$ cat src/hw/rtl/rlbk_pkg.sv
// shared types, ladder levels and codes for the resistor ladder braille keypad
package rlbk_pkg;

   localparam int ADC_BITS_DEFAULT = 10;
   localparam int LEVEL_BITS = 10;
   localparam int NUM_LEVELS = 18;
   localparam int TOL_BITS = 4;
   localparam int DOT_BITS = 3;
   localparam int COL_BITS = 2;
   localparam int PATTERN_BITS = 6;
   localparam int CSR_INDEX_BITS = 1;
   localparam int CSR_DATA_BITS = 4;
   localparam logic [TOL_BITS-1:0] TOL_RESET = 4'd2;

   typedef logic [LEVEL_BITS-1:0] level_type;
   typedef logic [DOT_BITS-1:0] dot_type;
   typedef logic [COL_BITS-1:0] col_type;
   typedef logic [PATTERN_BITS-1:0] pattern_type;

   // ladder voltages in adc counts, three cells of six dots
   localparam level_type LADDER_LEVEL [NUM_LEVELS] = '{
      10'h033, 10'h048, 10'h05D, 10'h0BE, 10'h0B2, 10'h0C8,
      10'h187, 10'h19C, 10'h191, 10'h206, 10'h21B, 10'h211,
      10'h2E7, 10'h2FD, 10'h2F2, 10'h352, 10'h373, 10'h37E
   };

   // every third level sits on the bottom row ladder
   localparam logic [NUM_LEVELS-1:0] LEVEL_ON_BOTTOM = 18'b100100100100100100;

   localparam dot_type LEVEL_DOT [NUM_LEVELS] = '{
      3'd1, 3'd2, 3'd3, 3'd4, 3'd5, 3'd6,
      3'd1, 3'd2, 3'd3, 3'd4, 3'd5, 3'd6,
      3'd1, 3'd2, 3'd3, 3'd4, 3'd5, 3'd6
   };

   localparam col_type LEVEL_COLUMN [NUM_LEVELS] = '{
      2'd1, 2'd1, 2'd1, 2'd1, 2'd1, 2'd1,
      2'd2, 2'd2, 2'd2, 2'd2, 2'd2, 2'd2,
      2'd3, 2'd3, 2'd3, 2'd3, 2'd3, 2'd3
   };

   localparam dot_type DOT_HALF = 3'd3;

   typedef enum logic [1:0] {
      MSG_DOT     = 2'd0,
      MSG_ECHO    = 2'd1,
      MSG_CAPTURE = 2'd2
   } msg_kind_type;

   typedef enum logic {
      REQ_SAMPLE  = 1'b0,
      REQ_CAPTURE = 1'b1
   } req_kind_type;

   typedef enum logic [CSR_INDEX_BITS-1:0] {
      CSR_INTERFACE_MODE  = 1'd0,
      CSR_MATCH_TOLERANCE = 1'd1
   } csr_index_type;

   typedef struct packed {
      logic    found;
      dot_type dot;
      col_type col;
   } decode_type;

   // one queued result record; a press expands to a dot and an echo beat
   typedef struct packed {
      logic        capture;
      dot_type     dot;
      col_type     col;
      pattern_type pattern;
   } record_type;

endpackage

$ cat src/hw/rtl/rlbk_decode.sv
// parallel window compare against the ladder levels and dot/column decode
module rlbk_decode #(
   parameter int ADC_BITS = rlbk_pkg::ADC_BITS_DEFAULT
) (
   input  logic [ADC_BITS-1:0]            adc_top,
   input  logic [ADC_BITS-1:0]            adc_bottom,
   input  logic [rlbk_pkg::TOL_BITS-1:0]  tolerance,
   input  logic                           mirror,
   output rlbk_pkg::decode_type           result
);
   import rlbk_pkg::*;

   localparam int CmpBits = ADC_BITS + 1;

   logic [CmpBits-1:0] top_ext;
   logic [CmpBits-1:0] bot_ext;
   logic [CmpBits-1:0] tol_ext;

   assign top_ext = CmpBits'(adc_top);
   assign bot_ext = CmpBits'(adc_bottom);
   assign tol_ext = CmpBits'(tolerance);

   always_comb begin
      logic [CmpBits-1:0] v;
      logic [CmpBits-1:0] lv;
      decode_type         d;
      d = '0;
      // later levels override earlier ones, so the last matching level in table order wins
      for (int i = 0; i < NUM_LEVELS; i++) begin
         v  = LEVEL_ON_BOTTOM[i] ? bot_ext : top_ext;
         lv = CmpBits'(LADDER_LEVEL[i]);
         if ((v + tol_ext >= lv) && (v <= lv + tol_ext)) begin
            d.found = 1'b1;
            d.dot   = LEVEL_DOT[i];
            d.col   = LEVEL_COLUMN[i];
         end
      end
      if (mirror) begin
         d.dot = (d.dot > DOT_HALF) ? d.dot - DOT_HALF : d.dot + DOT_HALF;
      end
      result = d;
   end

endmodule

$ cat src/hw/rtl/resistor_ladder_braille_keypad_unit.sv
// top level of the resistor ladder braille keypad decoder
// Each sample transaction is decoded in the cycle it is accepted: 18 window compares,
// a priority pick and the dot store update are done combinationally and the result
// record goes into a two-entry output queue. A new dot press gives two result
// transactions (dot, then echo with last set), a capture gives one, and a sample
// with no match or a repeat of the last press gives none. Requests are taken in
// every cycle while the queue has room, so items with no result run at one per
// cycle and press items are bounded by the two result beats they each need.
// Configuration writes take effect on the next cycle and belong in idle time.
module resistor_ladder_braille_keypad_unit #(
   parameter int ADC_BITS = rlbk_pkg::ADC_BITS_DEFAULT
) (
   input  logic                                 clock,
   input  logic                                 reset,
   input  logic                                 req_valid,
   output logic                                 req_ready,
   input  logic                                 req_type,
   input  logic [ADC_BITS-1:0]                  req_adc_top,
   input  logic [ADC_BITS-1:0]                  req_adc_bottom,
   output logic                                 rsp_valid,
   input  logic                                 rsp_ready,
   output rlbk_pkg::msg_kind_type               rsp_msg_kind,
   output logic [rlbk_pkg::DOT_BITS-1:0]        rsp_dot_number,
   output logic [rlbk_pkg::COL_BITS-1:0]        rsp_column_number,
   output logic [rlbk_pkg::PATTERN_BITS-1:0]    rsp_cell_pattern,
   output logic                                 rsp_last,
   input  logic                                 csr_write_en,
   input  logic [rlbk_pkg::CSR_INDEX_BITS-1:0]  csr_index,
   input  logic [rlbk_pkg::CSR_DATA_BITS-1:0]   csr_wdata
);
   import rlbk_pkg::*;

   localparam int QueueDepth = 2;
   localparam int PtrBits = $clog2(QueueDepth);
   localparam int CountBits = $clog2(QueueDepth + 1);

   logic                mode_ff, mode_in;
   logic [TOL_BITS-1:0] tol_ff, tol_in;
   pattern_type         dots_held_ff, dots_held_in;
   dot_type             last_dot_ff, last_dot_in;
   col_type             last_column_ff, last_column_in;

   record_type          queue_ff [QueueDepth];
   logic [PtrBits-1:0]  head_ff, head_in;
   logic [PtrBits-1:0]  tail_ff, tail_in;
   logic [CountBits-1:0] count_ff, count_in;
   logic                phase_ff, phase_in;

   decode_type          dec;
   record_type          head_rec;
   record_type          push_rec;
   logic                req_fire;
   logic                rsp_fire;
   logic                push;
   logic                pop;

   rlbk_decode #(
      .ADC_BITS (ADC_BITS)
   ) u_decode (
      .adc_top    (req_adc_top),
      .adc_bottom (req_adc_bottom),
      .tolerance  (tol_ff),
      .mirror     (mode_ff),
      .result     (dec)
   );

   assign req_ready = (count_ff != CountBits'(QueueDepth));
   assign req_fire  = req_valid && req_ready;
   assign rsp_valid = (count_ff != '0);
   assign rsp_fire  = rsp_valid && rsp_ready;
   assign head_rec  = queue_ff[head_ff];
   // a press record stays at the head until its echo beat is taken
   assign pop       = rsp_fire && (head_rec.capture || phase_ff);

   always_comb begin
      mode_in        = mode_ff;
      tol_in         = tol_ff;
      dots_held_in   = dots_held_ff;
      last_dot_in    = last_dot_ff;
      last_column_in = last_column_ff;
      push           = 1'b0;
      push_rec       = '0;

      if (csr_write_en) begin
         case (csr_index_type'(csr_index))
            CSR_INTERFACE_MODE:  mode_in = csr_wdata[0];
            CSR_MATCH_TOLERANCE: tol_in  = csr_wdata[TOL_BITS-1:0];
            default: ;
         endcase
      end

      if (req_fire) begin
         if (req_kind_type'(req_type) == REQ_CAPTURE) begin
            push             = 1'b1;
            push_rec.capture = 1'b1;
            push_rec.pattern = dots_held_ff;
            dots_held_in     = '0;
            last_dot_in      = '0;
         end else if (dec.found &&
                      !(dec.dot == last_dot_ff && dec.col == last_column_ff)) begin
            push           = 1'b1;
            push_rec.dot   = dec.dot;
            push_rec.col   = dec.col;
            last_dot_in    = dec.dot;
            last_column_in = dec.col;
            dots_held_in   = dots_held_ff |
                             PATTERN_BITS'(1 << (dec.dot - DOT_BITS'(1)));
         end
      end

      head_in  = pop  ? head_ff + 1'b1 : head_ff;
      tail_in  = push ? tail_ff + 1'b1 : tail_ff;
      count_in = count_ff + CountBits'(push) - CountBits'(pop);
      phase_in = phase_ff;
      if (rsp_fire) begin
         phase_in = head_rec.capture ? 1'b0 : !phase_ff;
      end
   end

   always_ff @(posedge clock) begin
      if (reset) begin
         mode_ff        <= 1'b0;
         tol_ff         <= TOL_RESET;
         dots_held_ff   <= '0;
         last_dot_ff    <= '0;
         last_column_ff <= '0;
         head_ff        <= '0;
         tail_ff        <= '0;
         count_ff       <= '0;
         phase_ff       <= 1'b0;
      end else begin
         mode_ff        <= mode_in;
         tol_ff         <= tol_in;
         dots_held_ff   <= dots_held_in;
         last_dot_ff    <= last_dot_in;
         last_column_ff <= last_column_in;
         head_ff        <= head_in;
         tail_ff        <= tail_in;
         count_ff       <= count_in;
         phase_ff       <= phase_in;
      end
   end

   always_ff @(posedge clock) begin
      if (push) begin
         queue_ff[tail_ff] <= push_rec;
      end
   end

   always_comb begin
      if (head_rec.capture) begin
         rsp_msg_kind = MSG_CAPTURE;
      end else if (phase_ff) begin
         rsp_msg_kind = MSG_ECHO;
      end else begin
         rsp_msg_kind = MSG_DOT;
      end
   end

   assign rsp_dot_number    = head_rec.dot;
   assign rsp_column_number = head_rec.col;
   assign rsp_cell_pattern  = head_rec.pattern;
   assign rsp_last          = head_rec.capture || phase_ff;

endmodule

$ cat config.mk
export PLATFORM = sky130hd
export DESIGN_NAME = resistor_ladder_braille_keypad_unit
export DESIGN_NICKNAME = d
export VERILOG_FILES = /design/src/hw/rtl/rlbk_pkg.sv /design/src/hw/rtl/rlbk_decode.sv /design/src/hw/rtl/resistor_ladder_braille_keypad_unit.sv
export SDC_FILE = /design/constraint.sdc
export NUM_CORES = 1
export LEC_CHECK = 0
export BUFFER_PORTS_ARGS = -buffer_cell sky130_fd_sc_hd__buf_2
export CELL_PAD_IN_SITES_DETAIL_PLACEMENT = 2
export CELL_PAD_IN_SITES_GLOBAL_PLACEMENT = 2
export CORE_ASPECT_RATIO = 1.25
export CORE_MARGIN = 5
export CORE_UTILIZATION = 42
export CTS_CLUSTER_DIAMETER = 80
export CTS_CLUSTER_SIZE = 24
export DETAILED_ROUTE_END_ITERATION = 8
export PLACE_DENSITY_LB_ADDON = 0.1
export SKIP_LAST_GASP = 1
export SLEW_MARGIN = 20
export SYNTH_ARGS = -nofsm -noshare
export SYNTH_HDL_FRONTEND = slang
export SYNTH_SLANG_ARGS = --single-unit
$ cat constraint.sdc
create_clock -name clock -period 21.7 [get_ports clock]
set_input_delay 5.425 -clock clock [delete_from_list [all_inputs] [get_ports clock]]
set_output_delay 5.425 -clock clock [all_outputs]
set_load 0.02 [all_outputs]
Yosys cells after proc, flatten, opt, wreduce, memory -nomap -nowiden
Memory sizes are Yosys's and may differ from the RTL's. A register that Yosys moved wholly into a read port is not among the register bits.
Index checks and enable logic that the tools add are counted.

storage, ports and cells
  register bits after elaboration = 21
  memory bits (writable) = 24
  output and inout port bits = 16
  memories kept = 1

cells by class
  $add $sub $neg = 27
  $lt $le $gt $ge = 37
  eq/ne operators = 3
  shift-type cells = 1
  mux-type cells = 39
  bitwise gates (word level) = 3
  reduce and logical (&&, ||, !) cells = 32

memory list
  memory    depth  bits a word  rd ports  clocked after memory_dff  write ports  line                                       text
  queue_ff  2      12           1         1                         1            resistor_ladder_braille_keypad_unit.sv:43  record_type queue_ff [QueueDepth];

operators by type and width
  operator                 count
  $le A10 B11 Y1           18
  $mux W6                  21
  $add A10 B4 Y11 const A  9
  $ge A11 B10 Y1 const B   9
  $ge A11 B8 Y1 const B    3
  $ge A11 B9 Y1 const B    3
  $add A9 B4 Y10 const A   3
  $add A8 B4 Y9 const A    3
  $logic_and A1 B1 Y1      23
  $add A10 B4 Y11          2
  $ge A11 B7 Y1 const B    2
  $add A7 B4 Y8 const A    2
  $mux W12                 1
  $mux W3                  4
  $ge A11 B6 Y1 const B    1
  $mux W1                  10
  $mux W5                  2
  $add A6 B4 Y7 const A    1
  $or A6 B6 Y6             1
  $reduce_and A2 Y1        3
  $shl A1 B3 Y6 const A    1
  $reduce_bool A2 Y1       2
  $add A3 B2 Y3 const B    1
  $eq A3 B3 Y1             1
  other kinds (13)         16

Depth between registers and ports, before layout
Gate-level depths: netlist of run 1.

  depth in word-level cells = 33
  depth in mapped cells = 33
  mapped depth without buffers = 33

Hierarchy
A second synthesis of run 1 with hierarchy kept.

second synthesis, totals
  cell total of the unflattened synthesis = 731
  area, all modules = 6119.6 um^2

modules (own cells, without submodules)
  module                               instances  cells an instance  area an instance (um^2)  sequential area each (um^2)
  rlbk_decode                          1          574                4157.7                   0.0
  resistor_ladder_braille_keypad_unit  1          157                1961.9                   1161.1

Worst setup path after synthesis of run 1
Ideal clock, no wire load.

  path kind = input to register
  start point = in req_adc_top[0]
  end point = mem queue_ff[0][0] (netlist bit), enable pin
  data arrival time = 10314 ps
  required time = 21315 ps
  setup slack = 11002 ps
  stages = 24
  cell sequence = ha_1 > inv_1 > fa_1 > or2_4 > a21o_4 > xnor2_2 > o22ai_2 > o311a_1 > or3_1 > o2111ai_1 > a31oi_4 > nand2_1 > nand2_1 > ha_1 > ha_1 > inv_1 > o21ai_0 > mux2i_2 > a211o_4 > xnor2_4 > a211oi_4 > or2_4 > buf_8 > a21oi_1

between the ends
  word-level cells in the longest chain between the ends = 33

ends and longest elaborated chain
  item                                         line                                        text
  from (decl)                                  resistor_ladder_braille_keypad_unit.sv:18   input logic [ADC_BITS-1:0] req_adc_top,
  $add A10 B4 Y11                              rlbk_decode.sv:32                           if ((v + tol_ext >= lv) && (v <= lv + tol_ext)) begin
  $ge A11 B6 Y1                                rlbk_decode.sv:32
  $logic_and A1 B1 Y1                          rlbk_decode.sv:32
  $mux W6 (16 in a row)                        rlbk_decode.sv:32
  $mux W6 (*) (2 in a row)                     rlbk_decode.sv:32
  $add A3 B2 Y3, or another cell as far along  rlbk_decode.sv:39                           d.dot = (d.dot > DOT_HALF) ? d.dot - DOT_HALF : d.dot + DOT_HALF;
  $mux W3                                      rlbk_decode.sv:39
  $mux W3                                      rlbk_decode.sv:38                           if (mirror) begin
  $eq A3 B3 Y1                                 resistor_ladder_braille_keypad_unit.sv:100  !(dec.dot == last_dot_ff && dec.col == last_column_ff)) begin
  $logic_and A1 B1 Y1                          resistor_ladder_braille_keypad_unit.sv:100
  $logic_not A1 Y1                             resistor_ladder_braille_keypad_unit.sv:100
  $logic_and A1 B1 Y1 (*)                      resistor_ladder_braille_keypad_unit.sv:99   end else if (dec.found &&
  $mux W1 (*)                                  resistor_ladder_braille_keypad_unit.sv:99
  $mux W1 (*)                                  resistor_ladder_braille_keypad_unit.sv:93   if (req_kind_type'(req_type) == REQ_CAPTURE) begin
  $mux W1 (*)                                  resistor_ladder_braille_keypad_unit.sv:92   if (req_fire) begin
  $mux W1 (*)                                  resistor_ladder_braille_keypad_unit.sv:145  if (push) begin
  $mux W1 (implied by the code) (*)            resistor_ladder_braille_keypad_unit.sv:146  queue_ff[tail_ff] <= push_rec;
  to (decl)                                    resistor_ladder_braille_keypad_unit.sv:43

Every way passes the cells marked *; elsewhere a longest branch is shown, timed or not.

Worst setup path in the final report of run 1
  start point = in req_adc_top[0]
  end point = reg count_ff[1]

between the ends
  word-level cells in the longest chain between the ends = 33

ends and longest elaborated chain
  item                                         line                                        text
  $add A10 B4 Y11                              rlbk_decode.sv:32
  $ge A11 B6 Y1                                rlbk_decode.sv:32
  $logic_and A1 B1 Y1                          rlbk_decode.sv:32
  $mux W6 (16 in a row)                        rlbk_decode.sv:32
  $mux W6 (*) (2 in a row)                     rlbk_decode.sv:32
  $add A3 B2 Y3, or another cell as far along  rlbk_decode.sv:39
  $mux W3                                      rlbk_decode.sv:39
  $mux W3                                      rlbk_decode.sv:38
  $eq A3 B3 Y1                                 resistor_ladder_braille_keypad_unit.sv:100
  $logic_and A1 B1 Y1                          resistor_ladder_braille_keypad_unit.sv:100
  $logic_not A1 Y1                             resistor_ladder_braille_keypad_unit.sv:100
  $logic_and A1 B1 Y1 (*)                      resistor_ladder_braille_keypad_unit.sv:99
  $mux W1 (*)                                  resistor_ladder_braille_keypad_unit.sv:99
  $mux W1 (*)                                  resistor_ladder_braille_keypad_unit.sv:93
  $mux W1 (*)                                  resistor_ladder_braille_keypad_unit.sv:92
  $add A2 B1 Y2 (*)                            resistor_ladder_braille_keypad_unit.sv:113  count_in = count_ff + CountBits'(push) - CountBits'(pop);
  $sub A2 B1 Y2 (*)                            resistor_ladder_braille_keypad_unit.sv:113
  to (signal assigned)                         resistor_ladder_braille_keypad_unit.sv:139  count_ff <= count_in;
  to (decl)                                    resistor_ladder_braille_keypad_unit.sv:46   logic [CountBits-1:0] count_ff, count_in;

Marked as above.
A chain may end at the register's enable or synchronous reset.

==> results of run 1 <==
## how the worst max path moves through the flow
| stage | from | endpoint | slack (ns) | cells past startpoint |
|---|---|---|---|---|
| 2_1_floorplan | req_adc_top[0] | queue_ff[0][0]$_DFFE_PP_ | 11.00 | 24 |
| 3_3_place_gp | req_adc_top[0] | queue_ff[0][1]$_DFFE_PP_ | 10.18 | 22 |
| 3_5_place_dp | req_adc_top[0] | queue_ff[0][3]$_DFFE_PP_ | 9.97 | 22 |
| 4_1_cts | req_adc_top[0] | queue_ff[0][3]$_DFFE_PP_ | 10.24 | 22 |
| 5_1_grt | req_adc_top[3] | count_ff[1]$_SDFF_PP0_ | 9.96 | 27 |
| 6_report | req_adc_top[0] | count_ff[1]$_SDFF_PP0_ | 10.33 | 29 |
## cells in the final DEF (no fill, tap or decap), drive strengths merged, types with 7 or more instances in the layout
cell type / count
mux2: 14
a31oi: 10
mux2i: 8
xnor2: 18
nand2: 64
ha: 101
nand3: 30
edfxtp: 24
and3: 7
nor2b: 15
nand2b: 11
dfxtp: 22
buf: 49
a21o: 18
o211ai: 15
nor3: 19
and2: 15
o21ai: 39
inv: 49
nand4: 16
a21oi: 43
or2: 8
a211oi: 18
nor2: 40
## flip-flops by register name, indices dropped and copies added, names as in the netlist, named ones only
register and flops:
tol_ff 4, tail_ff 1, mode_ff 1, queue_ff 24, count_ff 2, phase_ff 1, last_column_ff 2, dots_held_ff 6
head_ff 1, last_dot_ff 3
## layout make-up
class | instances | area, um2
Antenna cell | 1 | 2.502
Clock buffer | 6 | 128.9
Clock inverter | 2 | 13.76
Fill cell | 1673 | 8077
Inverter | 49 | 183.9
Multi-Input combinational cell | 631 | 4997
Sequential cell | 46 | 1161
Tap cell | 208 | 260.3
Timing Repair Buffer | 49 | 252.7
## metal layers
layer / vias to the layer above / GRT usage / wire length (um)
met2: 115 / 0.4857 / 12170
met5: - / 0 / 0
met4: 0 / 0.09184 / 705
li1: 2895 / - / -
met1: 3049 / 0.3054 / 9764
met3: 42 / 0.02276 / 617
## power groups by stage
stage                     registers (uW)  clock network [uW]  logic, uW
final                                121                75.4        220
after floorplan                      117                   0        157
after detailed placement             123                   0        216
after CTS                            122                76.2        221
after global routing                 123                80.3        240
after global placement               121                   0        204
## metrics by stage
stage	util	setup slack [ns]	instance area, um2	total power (uW)
finish	0.4643	10.33	7000	417.2
global route	0.4643	9.961	7000	443.3
CTS	0.4639	10.24	6994	418.9
detailed placement	0.4544	9.972	6852	339.2
global placement	0.4544	10.18	6852	324.6
floorplan	-	11.00	6467	274.9
## tightest hold or removal path, stage by stage, from the launching register on
cell and delay, ns:
dfxtp_1 0.31, nand2_1 0.05, o21ai_1 0.05
## cell families (layout without fill, tap and decap cells)
group / count (synthesis) / count (layout) / share of synthesized area
compound gates: 230 / 230 / 0.2807
xor+xnor: 24 / 24 / 0.04101
fa+ha+maj: 103 / 103 / 0.2016
buf+inv: 71 / 106 / 0.04837
flops: 46 / 46 / 0.1795
mux: 22 / 22 / 0.03734
other cells: 0 / 1 / 0
simple gates: 252 / 252 / 0.2115
==> flow_summary.ini, run 1 <==
[worst_hold_path]
hold_depth = 2
hold_path.class = reg2reg
min_to = dots_held_ff[0]$_SDFFE_PP0P_
min_from = dots_held_ff[0]$_SDFFE_PP0P_

[worst_setup_path]
crit_buf_inv = 5
r2r_cells = 32
endpoint_kind = flop
reg2reg_from = tol_ff[1]$_SDFFE_PP1P_
critPathKind = in2reg
startpoint_type = input pin
cp_top_family = compound AO/OA/AOI/OAI gates
cpPeakStageDelay_ns = 0.50
r2r_end = count_ff[1]$_SDFF_PP0_
crit_slowest_cell = or3b_2
critical_path_required_ns = 21.87
crit_fanout = 9
ff2ff_setup_slack_ns = 14.29
cp.arrival_ns = 11.53

[finish]
final_cells = 992
drive_gt1_frac = 0.1711
syn_to_final_growth_pct = 8.241
layout.nets = 916

[synth]
synth_warnings = 0
syn_area_per_cell_um2 = 8.646
yosysTopAreaCellShare = 0.1954
synth_nets = 882
async_reset_ff_frac = 0
synth_common_cells = 101 x ha_1, 64 x nand2_1, 49 x inv_1
ys_ff_latch = 46
synth_edf_count = 24
ys.flop_type = edfxtp_1
yosysMostFrequentCell = ha_1
ys_types = 108
synth_area_leaders = ha_1 20%, edfxtp_1 11%, dfxtp_1 6.8%, nand2_1 3.7%, a21oi_1 3.1%
netlist_instances = 748
ys_seq_area_frac = 0.1795
synth.largest_area_cell = ha_1
syn_area_mm2 = 0.006467

[timing]
setup_tns_ns = 0
hold_viol = 0
whs_ns = 0.4533
setup_viol = 0
tightest_slew_ns = 0.7229
rsz0062_at_grt = false
slew_headroom = 0.5180
final.min_clock_period_ns = 11.37
drv_slew = 0
skew_ns = 0.002959
timing.final.crit_share = 0.5238
max_freq_mhz = 87.99

[grt]
antenna_found_initial = 1
overflow = 0
grt_max_degree = 23
grt_pass1_wl_um = 37010
grt_pass1_vias = 6832
grtUsageTotal = 0.2594

[power]
ir_worst_vdd_uv = 29.52
power.switching_uw = 181.6
power_frac_comb = 0.528
seq_power_share = 0.291
p_sw_frac = 0.4354
leakage_uw = 0.002971
p_per_area_mw_per_mm2 = 59.59
internal_power_uw = 235.5
clkPwrFrac = 0.181

[clock_tree]
clock_sinks = 46
post-cts-setup-buffer-count = 0
h-tree-depth = 2
cts-resized-gates = 0
clkTransAtPathRegs_ns = 0.06
cts_tree = built
cts_buffers = 5
clk-insertion-delay-late_ns = 0.29
hold_buffers = 0
root_buffer = clkbuf_16
cts_buffer_depth = 2

[placed_design]
portBuffers = 46
hpwl_um = 18960
gp_congestion = 0.8608
placedCellCount = 983

[drt]
dr.first_iter.drc_count = 304
first_pass_iters = 6
num_vias = 6101
ant_nets = 0
finalWirelength_um = 23260
wl_per_cell_um = 23.45
via_per_inst = 6.150
drc_errors = 0

[die]
die_x_um = 121.0
core_mm2 = 0.01508
die_area_mm2 = 0.01800
io_pins = 47
chipHeight_um = 148.7
num_rows = 50
initial_core_util = 0.4290

[run_status]
status = finished, final reports clean

[job]
maxCapViolCount = 0
No activity file was read; power rests on OpenSTA's default activity.
==> run 2, diff against run 1 <==
--- a/config.mk
+++ b/config.mk
@@ -10,7 +10,7 @@
 export CELL_PAD_IN_SITES_GLOBAL_PLACEMENT = 2
 export CORE_ASPECT_RATIO = 1.25
 export CORE_MARGIN = 5
-export CORE_UTILIZATION = 42
+export CORE_UTILIZATION = 39
 export CTS_CLUSTER_DIAMETER = 80
 export CTS_CLUSTER_SIZE = 24
 export DETAILED_ROUTE_END_ITERATION = 8
==> constraint.sdc (replaced) <==
create_clock -name clock -period 11.45 [get_ports clock]
set_input_delay 2.8625 -clock clock [delete_from_list [all_inputs] [get_ports clock]]
set_output_delay 2.8625 -clock clock [all_outputs]
set_load 0.02 [all_outputs]
==> run 2 against run 1 <==
  * Power rose by 88%
  * Routed wire length fell by 2.6%
  * Die area rose by 7.1%
  * Sequential power rose by 90%
  * Non-clock buffer count fell by 2
  * Critical path depth fell by 1
  * Worst hold slack improved by 0.010 ns
  * Largest power group unchanged
==> flow_summary.ini, run 2 (synthesized netlist as in run 1, its figures left out) <==
[run_status]
status = finished, final reports clean

[finish]
n_antenna_cell = 0
regMostFlops = queue_ff
largest_reg_flops = 24
final_common_cell = ha_1
mostFrequentLayoutCells = 101 x ha_1, 64 x nand2_1, 49 x inv_1
drive_gt1_frac = 0.1703
reg_top3 = queue_ff: 24 flops, dots_held_ff: 6 flops, tol_ff: 4 flops
layout.nets = 914
syn_to_final_growth_pct = 8.183

[clock_tree]
clk-insertion-delay-late_ns = 0.30
h-tree-depth = 2
cts_buffers = 5
cts_tree = built
hold_buffers = 0
clock_sinks = 46
cts-resized-gates = 0
root_buffer = clkbuf_16
post-cts-setup-buffer-count = 0
clkTransAtPathRegs_ns = 0.07
cts_buffer_depth = 2

[placed_design]
gp_congestion = 0.8939
portBuffers = 46
hpwl_um = 18340

[drt]
num_vias = 6012
dr.first_iter.drc_count = 245
drc_errors = 0
first_pass_iters = 4
via_per_inst = 6.030
wl_per_cell_um = 22.72
ant_nets = 0
finalWirelength_um = 22650

[die]
die_x_um = 125.2
core_mm2 = 0.01627
num_rows = 52
initial_core_util = 0.3976
chipHeight_um = 154.0
io_pins = 47
die_area_mm2 = 0.01927

[timing]
max_freq_mhz = 113.9
setup_tns_ns = 0
hold_viol = 0
setup_viol = 0
whs_ns = 0.4637
final.min_clock_period_ns = 8.781
drv_slew = 0
rsz0062_at_grt = false
tightest_slew_ns = 0.9228
skew_ns = 0.008532
slew_headroom = 0.3761
timing.final.crit_share = 0.7669

[worst_hold_path]
hold_path.class = reg2reg

[grt]
grt_max_degree = 23
grt_pass1_wl_um = 36160
overflow = 0
grt_pass1_vias = 6581
antenna_found_initial = 0
grtUsageTotal = 0.2307

[worst_setup_path]
startpoint_type = input pin
endpoint_kind = flop
crit_fanout = 7
critPathKind = in2reg
critical_path_required_ns = 11.62
cp.arrival_ns = 8.95

[power]
ir_worst_vdd_uv = 57.13
p_per_area_mw_per_mm2 = 112.1
power_uw = 784.3
leakage_uw = 0.002960

[job]
maxCapViolCount = 0
[run 2: cell types whose count changed in the layout (fill, tap and decap cells not counted), sizes merged]
cell      delta
clkbuf       -1
diode        -1
buf          -2
clkinvlp     +1
[run 2: per-layer routing]
layer	GRT usage	up-vias	part of all wire
li1	-	2886	-
met1	0.2821	3025	0.43
met2	0.4404	81	0.53
met3	0.01700	20	0.022
met4	0.04804	0	0.016
met5	0	-	0
[run 2: path summary, 6_finish.rpt]
check	startpoint	end	slack [ns]	cells after the start
worst min register to register	dots_held_ff[4]$_SDFFE_PP0P_	dots_held_ff[4]$_SDFFE_PP0P_	0.46	1
worst max-delay path	req_adc_top[0]	count_ff[1]$_SDFF_PP0_	2.67	28
worst min-delay path	dots_held_ff[4]$_SDFFE_PP0P_	dots_held_ff[4]$_SDFFE_PP0P_	0.46	1
worst max register to register	tol_ff[1]$_SDFFE_PP1P_	count_ff[1]$_SDFF_PP0_	3.99	30
[run 2: worst max-delay path, cell delays in order]
cell and delay [ns]:
buf_2 0.09, ha_1 0.15, inv_1 0.06, fa_1 0.43, or2_4 0.31, a21o_4 0.25
o41ai_2 0.59, o21ai_1 0.22, o211ai_1 0.31, o2111ai_1 0.24, a31oi_4 0.29, nand2_1 0.08
nand2_1 0.11, inv_1 0.06, ha_1 0.32, or3b_2 0.49, o21ai_0 0.15, o21ba_1 0.20
a21o_1 0.22, a211oi_4 0.40, o21ai_1 0.21, inv_1 0.11, ha_1 0.23, inv_1 0.06
ha_1 0.14, xor2_1 0.18, xnor2_1 0.14, nor2_1 0.06
[run 2: metrics by stage]
| stage | util | area (um2) | cells | setup WS [ns] |
|---|---|---|---|---|
| finish | 0.4302 | 6997 | 997 | 2.669 |
| global route | 0.4302 | 6997 | 997 | 2.306 |
| CTS | 0.4299 | 6993 | 997 | 2.551 |
| detailed placement | 0.4209 | 6847 | 989 | 2.306 |
| global placement | 0.4209 | 6847 | 989 | 2.521 |
| floorplan | - | 6467 | 748 | 3.314 |
[run 2: final cells by class]
class	count	area (um2)
Clock buffer	5	125.1
Clock inverter	3	21.27
Fill cell	1825	9269
Inverter	49	183.9
Multi-Input combinational cell	631	4997
Sequential cell	46	1161
Tap cell	216	270.3
Timing Repair Buffer	47	237.7
[run 2: power by group]
part	internal, uW	switching [uW]	total, uW
sequential	209	20.9	230
clock	80.9	65.7	147
combinational	155	253	407
total	445	339	784
==> run 3, diff against run 2 <==
--- a/config.mk
+++ b/config.mk
@@ -5,12 +5,13 @@
 export SDC_FILE = /design/constraint.sdc
 export NUM_CORES = 1
 export LEC_CHECK = 0
+export ABC_AREA = 1
 export BUFFER_PORTS_ARGS = -buffer_cell sky130_fd_sc_hd__buf_2
 export CELL_PAD_IN_SITES_DETAIL_PLACEMENT = 2
 export CELL_PAD_IN_SITES_GLOBAL_PLACEMENT = 2
 export CORE_ASPECT_RATIO = 1.25
 export CORE_MARGIN = 5
-export CORE_UTILIZATION = 39
+export CORE_UTILIZATION = 32
 export CTS_CLUSTER_DIAMETER = 80
 export CTS_CLUSTER_SIZE = 24
 export DETAILED_ROUTE_END_ITERATION = 8
==> constraint.sdc (replaced) <==
create_clock -name clock -period 7.59 [get_ports clock]
set_input_delay 1.8975 -clock clock [delete_from_list [all_inputs] [get_ports clock]]
set_output_delay 1.8975 -clock clock [all_outputs]
set_load 0.02 [all_outputs]
==> run 3 against run 2 <==
  * Worst hold slack improved by 0.018 ns
  * Synthesized area fell by 5.5%
  * Critical path depth rose by 16
  * Clock-buffer cell count did not move
  * Largest cell class unchanged
==> flow_summary.ini, run 3 <==
[run_status]
status = finished, final reports clean

[finish]
n_antenna_cell = 0
register_area_mm2 = 0.001161
drive_gt1_frac = 0.1412
layout.nets = 1068
n_fill_cell = 2320
regMostFlops = queue_ff
largest_reg_flops = 24
syn_to_final_growth_pct = 10.79
reg_top3 = queue_ff: 24 flops, dots_held_ff: 6 flops, tol_ff: 4 flops
final_cells = 1167
multi_input_area_mm2 = 0.004375
final_common_cell = nand2_1
mostFrequentLayoutCells = 215 x nand2_1, 121 x inv_1, 101 x ha_1

[grt]
grt_max_degree = 17
antenna_found_initial = 0
grtUsageTotal = 0.2117
grt_pass1_wl_um = 37180
grt_pass1_vias = 6934
overflow = 0

[clock_tree]
cts-resized-gates = 0
post-cts-setup-buffer-count = 0
cts_buffer_depth = 2
root_buffer = clkbuf_16
hold_buffers = 0
clk-insertion-delay-late_ns = 0.29
cts_buffers = 5
clkTransAtPathRegs_ns = 0.07
h-tree-depth = 2
clock_sinks = 46
cts_tree = built

[synth]
async_reset_ff_frac = 0
ys_types = 56
yosysTopAreaCellShare = 0.2068
synth_warnings = 0
yosysMostFrequentCell = nand2_1
synth_nets = 1022
ys_ff_latch = 46
netlist_instances = 888
synth_area_leaders = ha_1 21%, nand2_1 13%, edfxtp_1 12%, inv_1 7.4%, dfxtp_1 7.2%
synth_common_cells = 215 x nand2_1, 121 x inv_1, 101 x ha_1
ys_seq_area_frac = 0.1900
ys.flop_type = edfxtp_1
synth.largest_area_cell = ha_1
syn_area_mm2 = 0.006111
synth_edf_count = 24
syn_area_per_cell_um2 = 6.882

[power]
power.switching_uw = 554.3
ir_worst_vdd_uv = 145.8
clkPwrFrac = 0.208
leakage_uw = 0.003413
p_sw_frac = 0.4542
seq_power_share = 0.276
internal_power_uw = 666.0
p_per_area_mw_per_mm2 = 180.2
power_frac_comb = 0.516

[drt]
dr.first_iter.drc_count = 172
ant_nets = 0
drc_errors = 0
via_per_inst = 5.342
first_pass_iters = 4
num_vias = 6234
wl_per_cell_um = 19.83
finalWirelength_um = 23140

[placed_design]
gp_congestion = 0.8507
portBuffers = 46
hpwl_um = 19390
placedCellCount = 1159

[timing]
max_freq_mhz = 146.9
skew_ns = 0.006807
setup_viol = 0
rsz0062_at_grt = false
setup_tns_ns = 0
final.min_clock_period_ns = 6.806
tightest_slew_ns = 1.017
timing.final.crit_share = 0.8967
drv_slew = 0
slew_headroom = 0.3162
hold_viol = 0

[die]
num_rows = 56
die_area_mm2 = 0.02198
chipHeight_um = 164.5
initial_core_util = 0.3254
die_x_um = 133.6
core_mm2 = 0.01878
io_pins = 47

[worst_setup_path]
crit_slowest_cell = fa_1
crit_top_cell = nand2_1
critical_path_required_ns = 7.81
critPathKind = in2reg
cp.arrival_ns = 7.03
startpoint_type = input pin
crit_fanout = 8
endpoint_kind = flop
cpPeakStageDelay_ns = 0.40

[worst_hold_path]
hold_path.class = reg2reg

[job]
maxCapViolCount = 0
==> run 3: changes by cell type after synthesis, sizes merged, moves of 10 or more <==
| cell | previous run | this run |
|---|---|---|
| nand2 | 64 | 237 |
| inv | 49 | 130 |
| nand3 | 30 | 67 |
| nor2 | 40 | 75 |
| a21oi | 43 | 67 |
| and2 | 15 | 0 |
| a211oi | 18 | 4 |
| a21o | 18 | 4 |
| mux2 | 14 | 0 |
| nor2b | 15 | 1 |
| xnor2 | 18 | 4 |
| nand2b | 11 | 0 |
| o211ai | 15 | 5 |
==> run 3: area by class of cell <==
type | count | area share
Timing Repair Buffer | 53 | 0.04177
Inverter | 131 | 0.07263
Multi-Input combinational cell | 697 | 0.6463
Sequential cell | 46 | 0.1715
Clock buffer | 5 | 0.01848
Tap cell | 232 | 0.04288
Clock inverter | 3 | 0.006468
==> run 3: through the flow <==
| stage | utilization | power (uW) | cell area [um2] | worst slack, ns | hold slack [ns] |
|---|---|---|---|---|---|
| 6_report | 0.3605 | 1220 | 6770 | 0.7844 | 0.4820 |
| 5_1_grt | 0.3605 | 1317 | 6770 | 0.2260 | 0.5018 |
| 4_1_cts | 0.3605 | 1237 | 6770 | 0.7440 | 0.4844 |
| 3_5_place_dp | 0.3515 | 975.7 | 6601 | 0.5208 | 0.4654 |
| 3_3_place_gp | 0.3515 | 933.4 | 6601 | 0.8268 | 0.4370 |
| 2_1_floorplan | - | 768.6 | 6111 | 1.295 | 0.4255 |
==> run 3: worst paths after layout <==
check,startpoint,end,slack (ns),cells past startpoint
worst max-delay path,req_adc_top[0],count_ff[1]$_SDFF_PP0_,0.78,44
worst min-delay path,dots_held_ff[2]$_SDFFE_PP0P_,dots_held_ff[2]$_SDFFE_PP0P_,0.48,2
worst max register to register,tol_ff[3]$_SDFFE_PP0P_,count_ff[1]$_SDFF_PP0_,1.28,44
worst min register to register,dots_held_ff[2]$_SDFFE_PP0P_,dots_held_ff[2]$_SDFFE_PP0P_,0.48,2
==> run 3: logic make-up after synthesis <==
kind of cell,Yosys count,synth area share
AO/OA/AOI/OAI,148,0.1450
XOR/XNOR,12,0.01966
adder cells (fa/ha/maj),103,0.2133
buffers and inverters,145,0.09398
flip-flops,46,0.1900
AND/OR/NAND/NOR,434,0.3380
==> run 3: power by group through the flow <==
stage / Clock, uW / Combinational, uW / Sequential, uW
final: 254 / 630 / 336
after global routing: 269 / 707 / 342
after CTS: 260 / 640 / 337
after detailed placement: 0 / 634 / 342
after global placement: 0 / 595 / 338
after floorplan: 0 / 436 / 333
==> run 3: layer usage <==
metal	global-route usage	routed length, um
met1	0.2272	9261
met2	0.4362	12910
met3	0.01554	397
met4	0.06221	577
met5	0	0
==> run 3: worst max-delay path: cells and delay by family <==
kind	cells	cell delay (ns)
AO/OA/AOI/OAI	3	0.35
XOR/XNOR	1	0.20
adder cells (fa/ha/maj)	6	1.43
buffers and inverters	7	0.64
AND/OR/NAND/NOR	27	2.46
